==> src/design/pdhc_pkg.sv <==
// Shared widths, register indexes, codes and reset values of the heater hold-and-capture controller.
`default_nettype none

package pdhc_pkg;

    // Field widths
    localparam int GAIN_W  = 16;
    localparam int LIMIT_W = 8;
    localparam int LEVEL_W = 8;
    localparam int TEMP_W  = 12;
    localparam int HOLD_W  = 20;
    localparam int MEAS_W  = 13;
    localparam int TIME_W  = 32;
    localparam int DRIVE_W = 8;
    localparam int MODE_W  = 2;

    // Internal widths: error spans -4095..8191, the integral saturates at 24 bits
    localparam int ERR_W = 15;
    localparam int SUM_W = 24;
    localparam int ACC_W = 28;                 // high part of the serial MAC
    localparam int CNT_W = $clog2(GAIN_W);
    localparam int X_W   = 10;                 // scaled sum below the full-scale point
    localparam int REM_W = X_W + LIMIT_W;
    localparam int DVS_W = REM_W - 1;

    // Configuration port
    localparam int ADDR_W = 5;
    localparam int DATA_W = 32;

    typedef enum logic [2:0] {
        REG_GAIN_P      = 3'd0,
        REG_GAIN_I      = 3'd1,
        REG_GAIN_D      = 3'd2,
        REG_DRIVE_LIMIT = 3'd3,
        REG_BLUE_EN     = 3'd4,
        REG_RED_EN      = 3'd5,
        REG_BLUE_LEVEL  = 3'd6,
        REG_RED_LEVEL   = 3'd7
    } reg_index_t;

    // Operation codes
    localparam logic OP_START = 1'b0;
    localparam logic OP_TICK  = 1'b1;

    // Light and picture codes
    localparam logic [MODE_W-1:0] LIGHT_OFF  = 2'd0;
    localparam logic [MODE_W-1:0] LIGHT_BLUE = 2'd1;
    localparam logic [MODE_W-1:0] LIGHT_RED  = 2'd2;
    localparam logic [LEVEL_W-1:0] LED_OFF   = 8'hFF;

    // Control constants
    localparam int DRIVE_SCALE = 1000;
    localparam logic signed [ERR_W-1:0] FAN_ON_ERR = ERR_W'(-80);
    localparam logic signed [ERR_W-1:0] SETTLE_LO  = ERR_W'(-16);
    localparam logic signed [ERR_W-1:0] SETTLE_HI  = ERR_W'(16);

    // Register reset values
    localparam logic [GAIN_W-1:0]  GAIN_P_RST      = 16'd640;
    localparam logic [GAIN_W-1:0]  GAIN_I_RST      = 16'd0;
    localparam logic [GAIN_W-1:0]  GAIN_D_RST      = 16'd12800;
    localparam logic [LIMIT_W-1:0] DRIVE_LIMIT_RST = 8'd75;
    localparam logic               BLUE_EN_RST     = 1'b1;
    localparam logic               RED_EN_RST      = 1'b1;
    localparam logic [LEVEL_W-1:0] BLUE_LEVEL_RST  = 8'd0;
    localparam logic [LEVEL_W-1:0] RED_LEVEL_RST   = 8'd0;

endpackage

`default_nettype wire

==> src/design/pdhc_request_if.sv <==
// Input item channel: valid/ready handshake with start and tick fields.
`default_nettype none

interface pdhc_request_if;
    logic                                  valid;
    logic                                  ready;
    logic                                  operation;
    logic [pdhc_pkg::TEMP_W-1:0]           target_temp;
    logic [pdhc_pkg::HOLD_W-1:0]           hold_ms;
    logic                                  capture_wanted;
    logic signed [pdhc_pkg::MEAS_W-1:0]    measured_temp;
    logic [pdhc_pkg::TIME_W-1:0]           time_ms;
    logic                                  picture_done;

    modport source (
        output valid, operation, target_temp, hold_ms, capture_wanted,
               measured_temp, time_ms, picture_done,
        input  ready
    );

    modport sink (
        input  valid, operation, target_temp, hold_ms, capture_wanted,
               measured_temp, time_ms, picture_done,
        output ready
    );
endinterface

`default_nettype wire

==> src/design/pdhc_result_if.sv <==
// Result item channel: valid/ready handshake with heater, fan, light and capture fields.
`default_nettype none

interface pdhc_result_if;
    logic                                valid;
    logic                                ready;
    logic [pdhc_pkg::DRIVE_W-1:0]        heater_drive;
    logic                                fan_on;
    logic [pdhc_pkg::LEVEL_W-1:0]        blue_led;
    logic [pdhc_pkg::LEVEL_W-1:0]        red_led;
    logic [pdhc_pkg::MODE_W-1:0]         light_mode;
    logic [pdhc_pkg::MODE_W-1:0]         picture_request;
    logic                                step_done;

    modport source (
        output valid, heater_drive, fan_on, blue_led, red_led, light_mode,
               picture_request, step_done,
        input  ready
    );

    modport sink (
        input  valid, heater_drive, fan_on, blue_led, red_led, light_mode,
               picture_request, step_done,
        output ready
    );
endinterface

`default_nettype wire

==> src/design/pd_heater_hold_and_capture_controller.sv <==
// Top level of the heater hold-and-capture controller: control, serial PID MAC and drive scaling.
`default_nettype none

// One result per input item, one item in flight at a time. The request is taken only in idle;
// the result sits in an output register, so the next item can start while it waits. A start
// item, a tick after the step has ended, and the tick that ends the step each pass from the
// execute state straight to the output state. A regulating tick runs the bit-serial MAC, which
// walks the three 16-bit gains one bit per cycle; unless the scaled sum is negative or at the
// limit, it then runs the restoring divider that forms the drive quotient one bit per cycle.
// Register writes are taken at any time through the APB port, which never waits.
module pd_heater_hold_and_capture_controller (
    input  wire logic                            clk,
    input  wire logic                            rst_n,
    pdhc_request_if.sink                         request,
    pdhc_result_if.source                        result,
    input  wire logic                            psel,
    input  wire logic                            penable,
    input  wire logic                            pwrite,
    input  wire logic [pdhc_pkg::ADDR_W-1:0]     paddr,
    input  wire logic [pdhc_pkg::DATA_W-1:0]     pwdata,
    output logic      [pdhc_pkg::DATA_W-1:0]     prdata,
    output logic                                 pready
);

    localparam int GAIN_W  = pdhc_pkg::GAIN_W;
    localparam int LIMIT_W = pdhc_pkg::LIMIT_W;
    localparam int LEVEL_W = pdhc_pkg::LEVEL_W;
    localparam int TEMP_W  = pdhc_pkg::TEMP_W;
    localparam int HOLD_W  = pdhc_pkg::HOLD_W;
    localparam int MEAS_W  = pdhc_pkg::MEAS_W;
    localparam int TIME_W  = pdhc_pkg::TIME_W;
    localparam int DRIVE_W = pdhc_pkg::DRIVE_W;
    localparam int MODE_W  = pdhc_pkg::MODE_W;
    localparam int ERR_W   = pdhc_pkg::ERR_W;
    localparam int SUM_W   = pdhc_pkg::SUM_W;
    localparam int ACC_W   = pdhc_pkg::ACC_W;
    localparam int CNT_W   = pdhc_pkg::CNT_W;
    localparam int X_W     = pdhc_pkg::X_W;
    localparam int REM_W   = pdhc_pkg::REM_W;
    localparam int DVS_W   = pdhc_pkg::DVS_W;
    localparam int DATA_W  = pdhc_pkg::DATA_W;
    localparam int ADDR_W  = pdhc_pkg::ADDR_W;

    localparam logic [CNT_W-1:0] MAC_LAST = CNT_W'(GAIN_W - 1);
    localparam logic [CNT_W-1:0] DIV_LAST = CNT_W'(DRIVE_W - 1);
    localparam logic [DVS_W-1:0] DVS_INIT = DVS_W'(pdhc_pkg::DRIVE_SCALE * (2 ** (DRIVE_W - 1)));
    localparam logic [X_W-1:0]   X_FULL   = X_W'(pdhc_pkg::DRIVE_SCALE);
    localparam logic [SUM_W-1:0] SUM_MAX  = {1'b0, {(SUM_W-1){1'b1}}};
    localparam logic [SUM_W-1:0] SUM_MIN  = {1'b1, {(SUM_W-1){1'b0}}};

    typedef enum logic [2:0] {
        S_IDLE,
        S_EXEC,
        S_MAC,
        S_LIM,
        S_DIV,
        S_OUT
    } state_t;

    // Control and configuration
    state_t                   state_reg, state_next;
    logic                     out_valid_reg, out_valid_next;
    logic [CNT_W-1:0]         cnt_reg, cnt_next;
    logic [GAIN_W-1:0]        gain_p_reg, gain_i_reg, gain_d_reg;
    logic [LIMIT_W-1:0]       drive_limit_reg;
    logic                     blue_en_reg, red_en_reg;
    logic [LEVEL_W-1:0]       blue_level_reg, red_level_reg;

    // Step state
    logic [TEMP_W-1:0]        setpoint_reg, setpoint_next;
    logic [HOLD_W-1:0]        hold_reg, hold_next;
    logic signed [ERR_W-1:0]  last_error_reg, last_error_next;
    logic [SUM_W-1:0]         error_sum_reg, error_sum_next;
    logic                     fan_reg, fan_next;
    logic                     settled_reg, settled_next;
    logic [TIME_W-1:0]        settle_time_reg, settle_time_next;
    logic                     blue_pend_reg, blue_pend_next;
    logic                     red_pend_reg, red_pend_next;
    logic                     awaiting_reg, awaiting_next;
    logic                     finished_reg, finished_next;
    logic [MODE_W-1:0]        light_reg, light_next;

    // Latched input item
    logic                     op_reg;
    logic [TEMP_W-1:0]        target_reg;
    logic [HOLD_W-1:0]        hold_in_reg;
    logic                     cap_reg;
    logic [MEAS_W-1:0]        meas_reg;
    logic [TIME_W-1:0]        time_reg;
    logic                     pic_done_reg;

    // Serial datapath
    logic signed [ERR_W-1:0]  deriv_reg, deriv_next;
    logic [GAIN_W-1:0]        gp_sh_reg, gp_sh_next;
    logic [GAIN_W-1:0]        gi_sh_reg, gi_sh_next;
    logic [GAIN_W-1:0]        gd_sh_reg, gd_sh_next;
    logic [ACC_W-1:0]         acc_reg, acc_next;
    logic [GAIN_W-1:0]        lo_reg, lo_next;
    logic [REM_W-1:0]         rem_reg, rem_next;
    logic [DVS_W-1:0]         dvs_reg, dvs_next;
    logic [DRIVE_W-1:0]       quo_reg, quo_next;

    // Pending result and output register
    logic [DRIVE_W-1:0]       res_drive_reg, res_drive_next;
    logic                     res_fan_reg, res_fan_next;
    logic [LEVEL_W-1:0]       res_blue_reg, res_blue_next;
    logic [LEVEL_W-1:0]       res_red_reg, res_red_next;
    logic [MODE_W-1:0]        res_mode_reg, res_mode_next;
    logic [MODE_W-1:0]        res_pic_reg, res_pic_next;
    logic                     res_done_reg, res_done_next;
    logic [DRIVE_W-1:0]       out_drive_reg;
    logic                     out_fan_reg;
    logic [LEVEL_W-1:0]       out_blue_reg, out_red_reg;
    logic [MODE_W-1:0]        out_mode_reg, out_pic_reg;
    logic                     out_done_reg;
    logic                     out_load;

    // Combinational helpers
    logic                     req_xfer;
    logic                     cfg_we;
    logic signed [ERR_W-1:0]  err_w;
    logic signed [ERR_W-1:0]  deriv_w;
    logic [SUM_W:0]           sum_w;
    logic [SUM_W-1:0]         sum_sat;
    logic                     in_band;
    logic [TIME_W-1:0]        elapsed;
    logic                     expired;
    logic [ACC_W-1:0]         p_err, p_sum, p_der, mac_t;
    logic                     x_neg, x_small;
    logic [X_W-1:0]           x_val;
    logic                     div_ge;

    assign req_xfer      = request.valid && request.ready;
    assign request.ready = (state_reg == S_IDLE);
    assign pready        = 1'b1;
    assign cfg_we        = psel && penable && pwrite && pready;

    // Output channel driven from the output register
    assign result.valid           = out_valid_reg;
    assign result.heater_drive    = out_drive_reg;
    assign result.fan_on          = out_fan_reg;
    assign result.blue_led        = out_blue_reg;
    assign result.red_led         = out_red_reg;
    assign result.light_mode      = out_mode_reg;
    assign result.picture_request = out_pic_reg;
    assign result.step_done       = out_done_reg;

    // Error, derivative and saturating integral
    assign err_w   = $signed({{(ERR_W-TEMP_W){1'b0}}, setpoint_reg})
                   - $signed({{(ERR_W-MEAS_W){meas_reg[MEAS_W-1]}}, meas_reg});
    assign deriv_w = err_w - last_error_reg;
    assign sum_w   = {error_sum_reg[SUM_W-1], error_sum_reg}
                   + {{(SUM_W+1-ERR_W){err_w[ERR_W-1]}}, err_w};
    assign sum_sat = (sum_w[SUM_W] != sum_w[SUM_W-1])
                   ? (sum_w[SUM_W] ? SUM_MIN : SUM_MAX) : sum_w[SUM_W-1:0];
    assign in_band = (err_w > pdhc_pkg::SETTLE_LO) && (err_w < pdhc_pkg::SETTLE_HI);

    // Hold timer; a newly settled tick has zero elapsed time, so the old flags suffice
    assign elapsed = time_reg - settle_time_reg;
    assign expired = settled_reg && (elapsed > {{(TIME_W-HOLD_W){1'b0}}, hold_reg});

    // Serial MAC: one bit of each gain per cycle, sum low bits shift out into lo_reg
    assign p_err = gp_sh_reg[0] ? {{(ACC_W-ERR_W){last_error_reg[ERR_W-1]}}, last_error_reg}
                                : '0;
    assign p_sum = gi_sh_reg[0] ? {{(ACC_W-SUM_W){error_sum_reg[SUM_W-1]}}, error_sum_reg}
                                : '0;
    assign p_der = gd_sh_reg[0] ? {{(ACC_W-ERR_W){deriv_reg[ERR_W-1]}}, deriv_reg} : '0;
    assign mac_t = acc_reg + p_err + p_sum + p_der;

    // Sum divided by 256: sign, and whether it stays below 1024
    assign x_neg   = acc_reg[ACC_W-1];
    assign x_small = (acc_reg[ACC_W-1:2] == '0);
    assign x_val   = {acc_reg[1:0], lo_reg[GAIN_W-1:GAIN_W-8]};

    // Restoring divide step
    assign div_ge = (rem_reg >= {1'b0, dvs_reg});

    // Next-state logic
    always_comb
    begin
        state_next       = state_reg;
        out_valid_next   = out_valid_reg;
        cnt_next         = cnt_reg;
        setpoint_next    = setpoint_reg;
        hold_next        = hold_reg;
        last_error_next  = last_error_reg;
        error_sum_next   = error_sum_reg;
        fan_next         = fan_reg;
        settled_next     = settled_reg;
        settle_time_next = settle_time_reg;
        blue_pend_next   = blue_pend_reg;
        red_pend_next    = red_pend_reg;
        awaiting_next    = awaiting_reg;
        finished_next    = finished_reg;
        light_next       = light_reg;
        deriv_next       = deriv_reg;
        gp_sh_next       = gp_sh_reg;
        gi_sh_next       = gi_sh_reg;
        gd_sh_next       = gd_sh_reg;
        acc_next         = acc_reg;
        lo_next          = lo_reg;
        rem_next         = rem_reg;
        dvs_next         = dvs_reg;
        quo_next         = quo_reg;
        res_drive_next   = res_drive_reg;
        res_fan_next     = res_fan_reg;
        res_blue_next    = res_blue_reg;
        res_red_next     = res_red_reg;
        res_mode_next    = res_mode_reg;
        res_pic_next     = res_pic_reg;
        res_done_next    = res_done_reg;
        out_load         = 1'b0;

        // result leaves on its transfer
        if (out_valid_reg && result.ready)
        begin
            out_valid_next = 1'b0;
        end

        unique case (state_reg)
            S_IDLE:
            begin
                if (req_xfer)
                begin
                    state_next = S_EXEC;
                end
            end

            S_EXEC:
            begin
                res_drive_next = '0;
                state_next     = S_OUT;
                if (op_reg == pdhc_pkg::OP_START)
                begin
                    setpoint_next    = target_reg;
                    hold_next        = hold_in_reg;
                    last_error_next  = '0;
                    error_sum_next   = '0;
                    settled_next     = 1'b0;
                    settle_time_next = '0;
                    blue_pend_next   = cap_reg && blue_en_reg;
                    red_pend_next    = cap_reg && red_en_reg;
                    awaiting_next    = 1'b0;
                    finished_next    = 1'b0;
                    light_next       = pdhc_pkg::LIGHT_OFF;
                    res_fan_next     = fan_reg;
                    res_done_next    = 1'b0;
                    res_pic_next     = pdhc_pkg::LIGHT_OFF;
                end
                else if (finished_reg)
                begin
                    fan_next      = 1'b0;
                    res_fan_next  = 1'b0;
                    res_done_next = 1'b1;
                    res_pic_next  = pdhc_pkg::LIGHT_OFF;
                end
                else
                begin
                    last_error_next = err_w;
                    error_sum_next  = sum_sat;
                    deriv_next      = deriv_w;

                    // fan hysteresis
                    if (err_w < pdhc_pkg::FAN_ON_ERR)
                    begin
                        fan_next = 1'b1;
                    end
                    else if (!err_w[ERR_W-1] && (err_w != '0))
                    begin
                        fan_next = 1'b0;
                    end

                    if (!settled_reg && in_band)
                    begin
                        settled_next     = 1'b1;
                        settle_time_next = time_reg;
                    end

                    // capture sequence after the hold
                    if (expired)
                    begin
                        if (awaiting_reg)
                        begin
                            if (pic_done_reg)
                            begin
                                awaiting_next = 1'b0;
                                light_next    = pdhc_pkg::LIGHT_OFF;
                            end
                        end
                        else if (blue_pend_reg)
                        begin
                            awaiting_next  = 1'b1;
                            light_next     = pdhc_pkg::LIGHT_BLUE;
                            blue_pend_next = 1'b0;
                        end
                        else if (red_pend_reg)
                        begin
                            awaiting_next = 1'b1;
                            light_next    = pdhc_pkg::LIGHT_RED;
                            red_pend_next = 1'b0;
                        end
                        else
                        begin
                            finished_next = 1'b1;
                            fan_next      = 1'b0;
                        end
                    end

                    res_fan_next  = fan_next;
                    res_done_next = finished_next;
                    res_pic_next  = awaiting_next ? light_next : pdhc_pkg::LIGHT_OFF;

                    // the step-end tick drives zero; otherwise run the MAC
                    if (!finished_next)
                    begin
                        gp_sh_next = gain_p_reg;
                        gi_sh_next = gain_i_reg;
                        gd_sh_next = gain_d_reg;
                        acc_next   = '0;
                        cnt_next   = '0;
                        state_next = S_MAC;
                    end
                end

                // light outputs from the updated light state
                res_blue_next = (light_next == pdhc_pkg::LIGHT_BLUE)
                              ? blue_level_reg : pdhc_pkg::LED_OFF;
                res_red_next  = (light_next == pdhc_pkg::LIGHT_RED)
                              ? red_level_reg : pdhc_pkg::LED_OFF;
                res_mode_next = (light_next == pdhc_pkg::LIGHT_BLUE ||
                                 light_next == pdhc_pkg::LIGHT_RED)
                              ? light_next : pdhc_pkg::LIGHT_OFF;
            end

            S_MAC:
            begin
                acc_next   = {mac_t[ACC_W-1], mac_t[ACC_W-1:1]};
                lo_next    = {mac_t[0], lo_reg[GAIN_W-1:1]};
                gp_sh_next = gp_sh_reg >> 1;
                gi_sh_next = gi_sh_reg >> 1;
                gd_sh_next = gd_sh_reg >> 1;
                cnt_next   = cnt_reg + 1'b1;
                if (cnt_reg == MAC_LAST)
                begin
                    state_next = S_LIM;
                end
            end

            S_LIM:
            begin
                if (x_neg)
                begin
                    res_drive_next = '0;
                    state_next     = S_OUT;
                end
                else if (!x_small || (x_val >= X_FULL))
                begin
                    res_drive_next = drive_limit_reg;
                    state_next     = S_OUT;
                end
                else
                begin
                    rem_next   = REM_W'(x_val) * REM_W'(drive_limit_reg);
                    dvs_next   = DVS_INIT;
                    quo_next   = '0;
                    cnt_next   = '0;
                    state_next = S_DIV;
                end
            end

            S_DIV:
            begin
                if (div_ge)
                begin
                    rem_next = rem_reg - {1'b0, dvs_reg};
                end
                dvs_next = dvs_reg >> 1;
                quo_next = {quo_reg[DRIVE_W-2:0], div_ge};
                cnt_next = cnt_reg + 1'b1;
                if (cnt_reg == DIV_LAST)
                begin
                    res_drive_next = {quo_reg[DRIVE_W-2:0], div_ge};
                    state_next     = S_OUT;
                end
            end

            S_OUT:
            begin
                if (!out_valid_reg || result.ready)
                begin
                    out_load       = 1'b1;
                    out_valid_next = 1'b1;
                    state_next     = S_IDLE;
                end
            end

            default:
            begin
                state_next = S_IDLE;
            end
        endcase
    end

    // State machine, step state and configuration registers
    always_ff @(posedge clk or negedge rst_n)
    begin
        if (!rst_n)
        begin
            state_reg       <= S_IDLE;
            out_valid_reg   <= 1'b0;
            cnt_reg         <= '0;
            setpoint_reg    <= '0;
            hold_reg        <= '0;
            last_error_reg  <= '0;
            error_sum_reg   <= '0;
            fan_reg         <= 1'b0;
            settled_reg     <= 1'b0;
            settle_time_reg <= '0;
            blue_pend_reg   <= 1'b0;
            red_pend_reg    <= 1'b0;
            awaiting_reg    <= 1'b0;
            finished_reg    <= 1'b1;
            light_reg       <= pdhc_pkg::LIGHT_OFF;
            gain_p_reg      <= pdhc_pkg::GAIN_P_RST;
            gain_i_reg      <= pdhc_pkg::GAIN_I_RST;
            gain_d_reg      <= pdhc_pkg::GAIN_D_RST;
            drive_limit_reg <= pdhc_pkg::DRIVE_LIMIT_RST;
            blue_en_reg     <= pdhc_pkg::BLUE_EN_RST;
            red_en_reg      <= pdhc_pkg::RED_EN_RST;
            blue_level_reg  <= pdhc_pkg::BLUE_LEVEL_RST;
            red_level_reg   <= pdhc_pkg::RED_LEVEL_RST;
        end
        else
        begin
            state_reg       <= state_next;
            out_valid_reg   <= out_valid_next;
            cnt_reg         <= cnt_next;
            setpoint_reg    <= setpoint_next;
            hold_reg        <= hold_next;
            last_error_reg  <= last_error_next;
            error_sum_reg   <= error_sum_next;
            fan_reg         <= fan_next;
            settled_reg     <= settled_next;
            settle_time_reg <= settle_time_next;
            blue_pend_reg   <= blue_pend_next;
            red_pend_reg    <= red_pend_next;
            awaiting_reg    <= awaiting_next;
            finished_reg    <= finished_next;
            light_reg       <= light_next;

            // register writes
            if (cfg_we)
            begin
                unique case (pdhc_pkg::reg_index_t'(paddr[ADDR_W-1:2]))
                    pdhc_pkg::REG_GAIN_P:      gain_p_reg      <= pwdata[GAIN_W-1:0];
                    pdhc_pkg::REG_GAIN_I:      gain_i_reg      <= pwdata[GAIN_W-1:0];
                    pdhc_pkg::REG_GAIN_D:      gain_d_reg      <= pwdata[GAIN_W-1:0];
                    pdhc_pkg::REG_DRIVE_LIMIT: drive_limit_reg <= pwdata[LIMIT_W-1:0];
                    pdhc_pkg::REG_BLUE_EN:     blue_en_reg     <= pwdata[0];
                    pdhc_pkg::REG_RED_EN:      red_en_reg      <= pwdata[0];
                    pdhc_pkg::REG_BLUE_LEVEL:  blue_level_reg  <= pwdata[LEVEL_W-1:0];
                    pdhc_pkg::REG_RED_LEVEL:   red_level_reg   <= pwdata[LEVEL_W-1:0];
                    default:                   gain_p_reg      <= gain_p_reg;
                endcase
            end
        end
    end

    // Payload: input latch, serial datapath, pending result and output register
    always_ff @(posedge clk)
    begin
        if (req_xfer)
        begin
            op_reg       <= request.operation;
            target_reg   <= request.target_temp;
            hold_in_reg  <= request.hold_ms;
            cap_reg      <= request.capture_wanted;
            meas_reg     <= request.measured_temp;
            time_reg     <= request.time_ms;
            pic_done_reg <= request.picture_done;
        end

        deriv_reg     <= deriv_next;
        gp_sh_reg     <= gp_sh_next;
        gi_sh_reg     <= gi_sh_next;
        gd_sh_reg     <= gd_sh_next;
        acc_reg       <= acc_next;
        lo_reg        <= lo_next;
        rem_reg       <= rem_next;
        dvs_reg       <= dvs_next;
        quo_reg       <= quo_next;
        res_drive_reg <= res_drive_next;
        res_fan_reg   <= res_fan_next;
        res_blue_reg  <= res_blue_next;
        res_red_reg   <= res_red_next;
        res_mode_reg  <= res_mode_next;
        res_pic_reg   <= res_pic_next;
        res_done_reg  <= res_done_next;

        if (out_load)
        begin
            out_drive_reg <= res_drive_reg;
            out_fan_reg   <= res_fan_reg;
            out_blue_reg  <= res_blue_reg;
            out_red_reg   <= res_red_reg;
            out_mode_reg  <= res_mode_reg;
            out_pic_reg   <= res_pic_reg;
            out_done_reg  <= res_done_reg;
        end
    end

    // Register read-back
    always_comb
    begin
        unique case (pdhc_pkg::reg_index_t'(paddr[ADDR_W-1:2]))
            pdhc_pkg::REG_GAIN_P:      prdata = DATA_W'(gain_p_reg);
            pdhc_pkg::REG_GAIN_I:      prdata = DATA_W'(gain_i_reg);
            pdhc_pkg::REG_GAIN_D:      prdata = DATA_W'(gain_d_reg);
            pdhc_pkg::REG_DRIVE_LIMIT: prdata = DATA_W'(drive_limit_reg);
            pdhc_pkg::REG_BLUE_EN:     prdata = DATA_W'(blue_en_reg);
            pdhc_pkg::REG_RED_EN:      prdata = DATA_W'(red_en_reg);
            pdhc_pkg::REG_BLUE_LEVEL:  prdata = DATA_W'(blue_level_reg);
            pdhc_pkg::REG_RED_LEVEL:   prdata = DATA_W'(red_level_reg);
            default:                   prdata = '0;
        endcase
    end

    // A finished step never drives the heater
    a_done_no_drive: assert property (@(posedge clk) disable iff (!rst_n)
        out_valid_reg && out_done_reg |-> out_drive_reg == '0)
        else $error("heater drive nonzero on a finished step");

    // Drive stays within the configured limit
    a_drive_limit: assert property (@(posedge clk) disable iff (!rst_n)
        out_valid_reg |-> out_drive_reg <= drive_limit_reg)
        else $error("heater drive above drive limit");

    // A pending picture always has a light on
    a_await_light: assert property (@(posedge clk) disable iff (!rst_n)
        awaiting_reg |-> (light_reg == pdhc_pkg::LIGHT_BLUE || light_reg == pdhc_pkg::LIGHT_RED))
        else $error("picture pending with lights off");

    // A step never ends with a picture outstanding
    a_finish_idle: assert property (@(posedge clk) disable iff (!rst_n)
        finished_reg |-> !awaiting_reg)
        else $error("step finished while a picture is pending");

    // The MAC runs exactly its bit count, then the range check follows
    a_mac_len: assert property (@(posedge clk) disable iff (!rst_n)
        state_reg == S_MAC && cnt_reg == MAC_LAST |=> state_reg == S_LIM)
        else $error("serial MAC did not end after the last gain bit");

    // A result appears only from the output step of the sequencer
    a_result_src: assert property (@(posedge clk) disable iff (!rst_n)
        $rose(out_valid_reg) |-> $past(state_reg == S_OUT))
        else $error("result raised outside the output step");

endmodule

`default_nettype wire

==> src/flat_wrapper.sv <==
// flat-port wrapper written by rule: the top's interface ports become plain ports
module pd_heater_hold_and_capture_controller_flat 
  (clk, rst_n, psel, penable, pwrite, paddr, pwdata, prdata, pready, request_valid, request_operation, request_target_temp, request_hold_ms, request_capture_wanted, request_measured_temp, request_time_ms, request_picture_done, request_ready, result_valid, result_heater_drive, result_fan_on, result_blue_led, result_red_led, result_light_mode, result_picture_request, result_step_done, result_ready);
  pdhc_request_if request_i ();
  pdhc_result_if result_i ();
  input  wire logic clk;
  input  wire logic rst_n;
  input  wire logic psel;
  input  wire logic penable;
  input  wire logic pwrite;
  input  wire logic [pdhc_pkg::ADDR_W-1:0] paddr;
  input  wire logic [pdhc_pkg::DATA_W-1:0] pwdata;
  output logic      [pdhc_pkg::DATA_W-1:0] prdata;
  output logic pready;
  input wire logic [$bits(request_i.valid)-1:0] request_valid;
  input wire logic [$bits(request_i.operation)-1:0] request_operation;
  input wire logic [$bits(request_i.target_temp)-1:0] request_target_temp;
  input wire logic [$bits(request_i.hold_ms)-1:0] request_hold_ms;
  input wire logic [$bits(request_i.capture_wanted)-1:0] request_capture_wanted;
  input wire logic [$bits(request_i.measured_temp)-1:0] request_measured_temp;
  input wire logic [$bits(request_i.time_ms)-1:0] request_time_ms;
  input wire logic [$bits(request_i.picture_done)-1:0] request_picture_done;
  output wire logic [$bits(request_i.ready)-1:0] request_ready;
  output wire logic [$bits(result_i.valid)-1:0] result_valid;
  output wire logic [$bits(result_i.heater_drive)-1:0] result_heater_drive;
  output wire logic [$bits(result_i.fan_on)-1:0] result_fan_on;
  output wire logic [$bits(result_i.blue_led)-1:0] result_blue_led;
  output wire logic [$bits(result_i.red_led)-1:0] result_red_led;
  output wire logic [$bits(result_i.light_mode)-1:0] result_light_mode;
  output wire logic [$bits(result_i.picture_request)-1:0] result_picture_request;
  output wire logic [$bits(result_i.step_done)-1:0] result_step_done;
  input wire logic [$bits(result_i.ready)-1:0] result_ready;
  assign request_i.valid = request_valid;
  assign request_i.operation = request_operation;
  assign request_i.target_temp = request_target_temp;
  assign request_i.hold_ms = request_hold_ms;
  assign request_i.capture_wanted = request_capture_wanted;
  assign request_i.measured_temp = request_measured_temp;
  assign request_i.time_ms = request_time_ms;
  assign request_i.picture_done = request_picture_done;
  assign request_ready = request_i.ready;
  assign result_valid = result_i.valid;
  assign result_heater_drive = result_i.heater_drive;
  assign result_fan_on = result_i.fan_on;
  assign result_blue_led = result_i.blue_led;
  assign result_red_led = result_i.red_led;
  assign result_light_mode = result_i.light_mode;
  assign result_picture_request = result_i.picture_request;
  assign result_step_done = result_i.step_done;
  assign result_i.ready = result_ready;
  pd_heater_hold_and_capture_controller u_core (.clk(clk), .rst_n(rst_n), .request(request_i), .result(result_i), .psel(psel), .penable(penable), .pwrite(pwrite), .paddr(paddr), .pwdata(pwdata), .prdata(prdata), .pready(pready));
endmodule
==> config.mk <==
export PLATFORM = sky130hd
export DESIGN_NAME = pd_heater_hold_and_capture_controller_flat
export DESIGN_NICKNAME = d
export VERILOG_FILES = /design/src/design/pdhc_pkg.sv /design/src/design/pdhc_request_if.sv /design/src/design/pdhc_result_if.sv /design/src/design/pd_heater_hold_and_capture_controller.sv /design/src/flat_wrapper.sv
export SDC_FILE = /design/constraint.sdc
export NUM_CORES = 1
export LEC_CHECK = 0
export ABC_AREA = 1
export BUFFER_PORTS_ARGS = -buffer_cell sky130_fd_sc_hd__buf_2
export CORE_MARGIN = 4
export CORE_UTILIZATION = 35
export DETAILED_ROUTE_END_ITERATION = 10
export GPL_TIMING_DRIVEN = 0
export PLACE_DENSITY = 0.63
export SLEW_MARGIN = 20
export SYNTH_ARGS = -nofsm -noshare
export SYNTH_HDL_FRONTEND = slang
export SYNTH_SLANG_ARGS = --single-unit
export TNS_END_PERCENT = 50
==> constraint.sdc <==
create_clock -name clk -period 6.1 [get_ports clk]
set_input_delay 0.305 -clock clk [delete_from_list [all_inputs] [get_ports clk]]
set_output_delay 0.305 -clock clk [all_outputs]
set_load 0.02 [all_outputs]
Word-level counts from Yosys, hierarchy flattened. Index checks and enable logic that the tools add are counted.

Flip-flop bits (word level): 482. Output and inout port bits: 65. Bits of input ports: 124. Logic and storage cells: 263.

$add $sub $neg: 9. Order comparisons: 6. Multipliers: 1. Bitwise gates (word level): 3. Reductions and logical operators: 47. Muxes and demuxes: 111. Eq/ne operators: 33.

Operators with widths (number): case mux 32 bit (8 select lines) (1); two-way mux 28 bit (6); two-way mux 16 bit (9); two-way mux 24 bit (4); two-way mux 32 bit (3); case mux 16 bit (2 select lines) (3); adder 28 bit (3); case mux 28 bit (2 select lines) (1); two-way mux 18 bit (3); two-way mux 1 bit (45); case mux 18 bit (2 select lines) (1); two-way mux 17 bit (2); case mux 17 bit (2 select lines) (1); > comparator 32 x 20 -> 1 bit (1); subtractor 32 bit (1); two-way mux 15 bit (2); logical NOT 26 bit (1); adder 24 x 14 -> 25 bit (1); two-way mux 3 bit (8); two-way mux 8 bit (3); case mux 8 bit (3 select lines) (1); two-way mux 4 bit (5); inequality test 2 bit (second input constant) (10); AND reduction 2 bit (10); other kinds (39) (85).

Longest topological paths before layout.
Word-level depth: 11. Gate-level depth with buffers: 32. Mapped depth without buffers: 31.

Least setup slack after synthesis. Ideal clock, no wire load.

Path type: register -> register. From: register u_core.time_reg[0]. To: register u_core.acc_reg[0], enable pin. Buffers on the path: 0. Cell stages (with the launch flop): 25. Slack: 1059 ps. Arrival time: 4605 ps. Library setup time: 435 ps. Required time: 5665 ps. Clock period less this slack: 5041 ps. Cells stage by stage: edfxtp_1 > inv_1 > ha_1 > inv_1 > fa_1 > nand2_1 > nand3_1 > nand3_1 > nand2_1 > nand2_1 > nand2_1 > xor2_1 > ha_1 > nand2_1 > nor2_1 > nand2_1 > nor2_1 > nand4_1 > a21oi_1 > nand2_1 > nor2_1 > nand4_2 > nand3_1 > nand3_1 > nand2_1.

Word-level cells in the longest chain between the ends: 9.

RTL lines: start: declaration (line pd_heater_hold_and_capture_controller.sv:89) `logic [TIME_W-1:0] time_reg;`; start signal: assignment (line pd_heater_hold_and_capture_controller.sv:479) `time_reg <= request.time_ms;`; subtractor 32 bit (line pd_heater_hold_and_capture_controller.sv:159) `assign elapsed = time_reg - settle_time_reg;`; > comparator 32 x 20 -> 1 bit (line pd_heater_hold_and_capture_controller.sv:160) `assign expired = settled_reg && (elapsed > {{(TIME_W-HOLD_W){1'b0}}, hold_reg});`; logical AND 1 bit (line pd_heater_hold_and_capture_controller.sv:160); two-way mux 1 bit (line pd_heater_hold_and_capture_controller.sv:280) `if (expired)`; two-way mux 1 bit (line pd_heater_hold_and_capture_controller.sv:250) `else if (finished_reg)`; two-way mux 1 bit (line pd_heater_hold_and_capture_controller.sv:233) `if (op_reg == pdhc_pkg::OP_START)`; two-way mux 1 bit (line pd_heater_hold_and_capture_controller.sv:220) `unique case (state_reg)`; inequality test 2 bit (no line); AND reduction 4 bit (no line); end signal: assignment (line pd_heater_hold_and_capture_controller.sv:487) `acc_reg <= acc_next;`; end: declaration (line pd_heater_hold_and_capture_controller.sv:97) `logic [ACC_W-1:0] acc_reg, acc_next;`.

Every way passes these cells. The select of a mux whose other input is x is not followed. A chain may end at the register's enable or synchronous reset.

Final worst setup path.
From: register u_core.time_reg[0]. To: register u_core.res_blue_reg[3] (data pin).

Word-level cells in the longest chain between the ends: 8.

RTL lines: subtractor 32 bit (line pd_heater_hold_and_capture_controller.sv:159); > comparator 32 x 20 -> 1 bit (line pd_heater_hold_and_capture_controller.sv:160); logical AND 1 bit (line pd_heater_hold_and_capture_controller.sv:160); two-way mux 2 bit (line pd_heater_hold_and_capture_controller.sv:280); two-way mux 2 bit (line pd_heater_hold_and_capture_controller.sv:250); two-way mux 2 bit (line pd_heater_hold_and_capture_controller.sv:233); two-way mux 2 bit (line pd_heater_hold_and_capture_controller.sv:220); == test 2 x 1 -> 1 bit (line pd_heater_hold_and_capture_controller.sv:326) `res_blue_next = (light_next == pdhc_pkg::LIGHT_BLUE)`; end signal: assignment (line pd_heater_hold_and_capture_controller.sv:494) `res_blue_reg <= res_blue_next;`; end: declaration (line pd_heater_hold_and_capture_controller.sv:106) `logic [LEVEL_W-1:0] res_blue_reg, res_blue_next;`.

Every way passes these cells. The select of a mux whose other input is x is not followed.

==> results.json <==
{
  "status": "complete, no violations",
  "antenna_found_initial": 1,
  "gp_congestion": 0.950,
  "synth_flop_cell": "edfxtp_1",
  "dp_slack_ns": 0.857,
  "initialDrtViolationCount": 1749,
  "dpl.hpwl_mm": 57.7,
  "ys_ff_latch": 472,
  "die_w_um": 297,
  "syn_to_final_growth_pct": 17.7,
  "core_area_um2": 82400,
  "io_pins": 189,
  "die_h_um": 297,
  "ys_types": 57,
  "synthArstFlopShare_pct": 40.7,
  "syn_inst": 3372,
  "cp_max_fo": 8,
  "cts_root_buffer": "clkbuf_16",
  "arrival_ns": 5.62,
  "fin_crit_ns": 5.28,
  "yosysTopAreaCellShare_pct": 28.8,
  "required_ns": 6.44,
  "power.density_nw_per_um2": 527,
  "reg2reg_slack_ns": 0.82,
  "dpl_cell_area_um2": 31700,
  "cts-resized-gates": 0,
  "wl_mm": 75.4,
  "worstMarginPinSlew_ns": 0.980,
  "insertion_delay_ns": 0.62,
  "grt_usage_pct": 16.9,
  "holdPathStages": 3,
  "rows": 105,
  "r2r-start": "u_core.time_reg[0]$_DFFE_PP_",
  "drv_slew": 0,
  "yosys_warnings": 0,
  "initial_core_util_pct": 35.5,
  "fmaxAchievable_mhz": 189,
  "cts_htree_levels": 2,
  "avgSynthCellArea_um2": 8.67,
  "grt-ovfl-total": 0,
  "cpMaxStageDelayCell": "fa_1",
  "wl_per_cell_um": 15.7,
  "criticalPathCategory": "reg -> reg",
  "p_leak_nw": 16.5,
  "nets": 4105,
  "cts_inserted_buffers": 51,
  "r2r_end": "u_core.res_blue_reg[3]$_SDFFCE_PP1P_",
  "holdPathEnd": "u_core.gain_p_reg[9]$_DFFE_PN1P_",
  "cts_sinks": 472,
  "cp-start-kind": "register",
  "routed_via_density": 4.77,
  "detail-route-antenna-nets": 0,
  "cts_tree": "done",
  "finalSetupViolations": 0,
  "drtPass1Iterations": 6,
  "grt_start_max_net_pins": 91,
  "die_area_um2": 88200,
  "cpMostUsedCell": "nand2_1",
  "tns_ns": 0,
  "min_from": "pwdata[9]",
  "hold_path.class": "in -> reg",
  "relSlewSlack_pct": 34.1,
  "grt_pass1_wl_mm": 122,
  "grt_pass1_vias": 23100,
  "drive_above_1_share_pct": 8.97,
  "finalHoldViolCount": 0,
  "synth-edff-count": 280,
  "synth_area_leaders": "edfxtp_1 29%, dfrtp_1 15%, nand2_1 14%",
  "peakVddDrop_mv": 0.316,
  "stdcell_area_um2": 34400,
  "clock_path_buffers": 3,
  "drv_cap": 0,
  "io_buffers": 152,
  "postLayoutSetupSlackWorst_ns": 0.818,
  "finClkSkew_ns": 0.0274,
  "fill_cells": 8031,
  "cp_slowest_stage_delay_ns": 0.45,
  "fin_util_pct": 41.8,
  "drc": 0,
  "yosys.area.top_type": "edfxtp_1",
  "ys_seq_area_share_pct": 45.2,
  "vias": 22900,
  "fin_crit_sh_pct": 86.6,
  "end_kind": "register",
  "synth_area_um2": 29200,
  "rsz0062_at_grt": "false",
  "hold_slack_ns": 0.0548,
  "clkTransAtPathRegs_ns": 0.06,
  "reg2reg_depth": 29
}
==> cell type report <==
| class | count | area (um^2) | share of cell area (%) |
|---|---|---|---|
| inverter | 512 | 1920 | 5.59 |
| buffer | 104 | 538 | 1.56 |
| timing repair buffer | 251 | 1890 | 5.51 |
| tap | 1070 | 1340 | 3.89 |
| antenna | 1 | 2.50 | 0.00727 |
| multi-input combinational | 2299 | 13600 | 39.7 |
| clock inverter | 30 | 388 | 1.13 |
| clock buffer | 66 | 1450 | 4.20 |
| sequential | 472 | 13200 | 38.4 |
==> kinds of logic after synthesis <==
| kind of cell | count (synthesis) | share of synthesized area (%) |
|---|---|---|
| simple gates | 1449 | 20.0 |
| buf+inv | 616 | 8.41 |
| flops | 472 | 45.2 |
| compound gates | 467 | 8.82 |
| fa+ha+maj | 290 | 15.1 |
| xor+xnor | 75 | 2.35 |
| other cells | 2 | 0.0257 |
| mux | 1 | 0.0342 |
==> critical path: cells and delay by family, from the launching register on <==
family                   cells  cell delay (ns)
AND/OR/NAND/NOR             19             2.36
buffers and inverters        4             0.56
adder cells (fa/ha/maj)      4             1.13
AO/OA/AOI/OAI                1             0.28
XOR/XNOR                     1             0.22
flip-flops                   1             0.44
==> cells in the mapped netlist (3+ instances only) <==
| cell | number |
|---|---|
| nand2_1 | 1064 |
| inv_1 | 502 |
| edfxtp_1 | 280 |
| o21ai_0 | 206 |
| ha_1 | 186 |
| dfrtp_1 | 180 |
| nor2_1 | 168 |
| a21oi_1 | 161 |
| nand3_1 | 127 |
| fa_1 | 104 |
| clkbuf_1 | 65 |
| xor2_1 | 52 |
| nor3_1 | 24 |
| nand4_1 | 23 |
| o22ai_1 | 23 |
| xnor2_1 | 19 |
| buf_4 | 17 |
| dfstp_2 | 12 |
| nor4_1 | 12 |
| o21bai_1 | 12 |
| a221oi_1 | 10 |
| a31oi_1 | 10 |
| buf_6 | 10 |
| o2111ai_1 | 9 |
| a21o_1 | 8 |
| o21a_1 | 8 |
| inv_2 | 7 |
| or2_2 | 7 |
| a211oi_1 | 5 |
| buf_1 | 5 |
| nand2_2 | 5 |
| buf_2 | 4 |
| nand3b_1 | 4 |
| xor2_2 | 4 |
| and2_1 | 3 |
| clkbuf_2 | 3 |
| clkinv_1 | 3 |
| o21ai_1 | 3 |
==> placed cells by master, fill, tap and decap left out, types with 18 or more instances in the layout <==
cell type / instances
nor3_1: 24
edfxtp_1: 280
dlygate4sd3_1: 89
nand2_1: 1063
nand4_1: 23
buf_2: 155
o21ai_0: 206
o22ai_1: 23
fa_1: 104
nor2_1: 163
dfrtp_1: 180
clkbuf_16: 53
buf_4: 18
ha_1: 186
a21oi_1: 161
clkbuf_1: 71
xor2_1: 52
nand3_1: 127
xnor2_1: 19
inv_1: 502
==> worst max-delay path by stage <==
| stage | depth (start not counted) | slack, ns | startpoint | to |
|---|---|---|---|---|
| 5_1_grt | 26 | 0.42 | u_core.drive_limit_reg[3]$_DFFE_PN1P_ | u_core.rem_reg[17]$_DFFE_PP_ |
| 3_3_place_gp | 27 | -1.00 | u_core.time_reg[0]$_DFFE_PP_ | u_core.gp_sh_reg[3]$_DFFE_PP_ |
| 3_5_place_dp | 32 | 0.86 | u_core.time_reg[0]$_DFFE_PP_ | u_core.res_blue_reg[1]$_SDFFCE_PP1P_ |
| 2_1_floorplan | 24 | 1.06 | u_core.time_reg[0]$_DFFE_PP_ | u_core.acc_reg[0]$_SDFFCE_PN0P_ |
| 4_1_cts | 32 | 0.79 | u_core.time_reg[0]$_DFFE_PP_ | u_core.res_blue_reg[1]$_SDFFCE_PP1P_ |
| 6_report | 29 | 0.82 | u_core.time_reg[0]$_DFFE_PP_ | u_core.res_blue_reg[3]$_SDFFCE_PP1P_ |
==> layer usage <==
| layer | track usage, % | share of wire, % | vias up |
|---|---|---|---|
| li1 | - | - | 11500 |
| met1 | 22.7 | 46 | 10800 |
| met2 | 28.4 | 47 | 507 |
| met3 | 2.19 | 4.0 | 131 |
| met4 | 5.67 | 3.5 | 0 |
| met5 | 0 | 0 | - |
==> where the power goes <==
group,total (mW),switching (mW),leakage [nW],internal (mW)
Clock,3.36,1.38,0.883,1.98
Combinational,9.60,6.17,10.5,3.43
Sequential,5.16,0.472,5.04,4.69
==> metrics by stage <==
stage | instances | power, mW
after detailed placement | 4619 | 14.7
after global routing | 4805 | 19.8
after floorplan | 3387 | 12.2
after CTS | 4804 | 18.2
final | 4805 | 18.1
after global placement | 4609 | 14.5
==> what timing repair did <==
item,in CTS,in global routing
hold endpoints to repair,269,0
setup buffers,0,0
hold buffers,89,0
(Power assumes the default switching activity.)
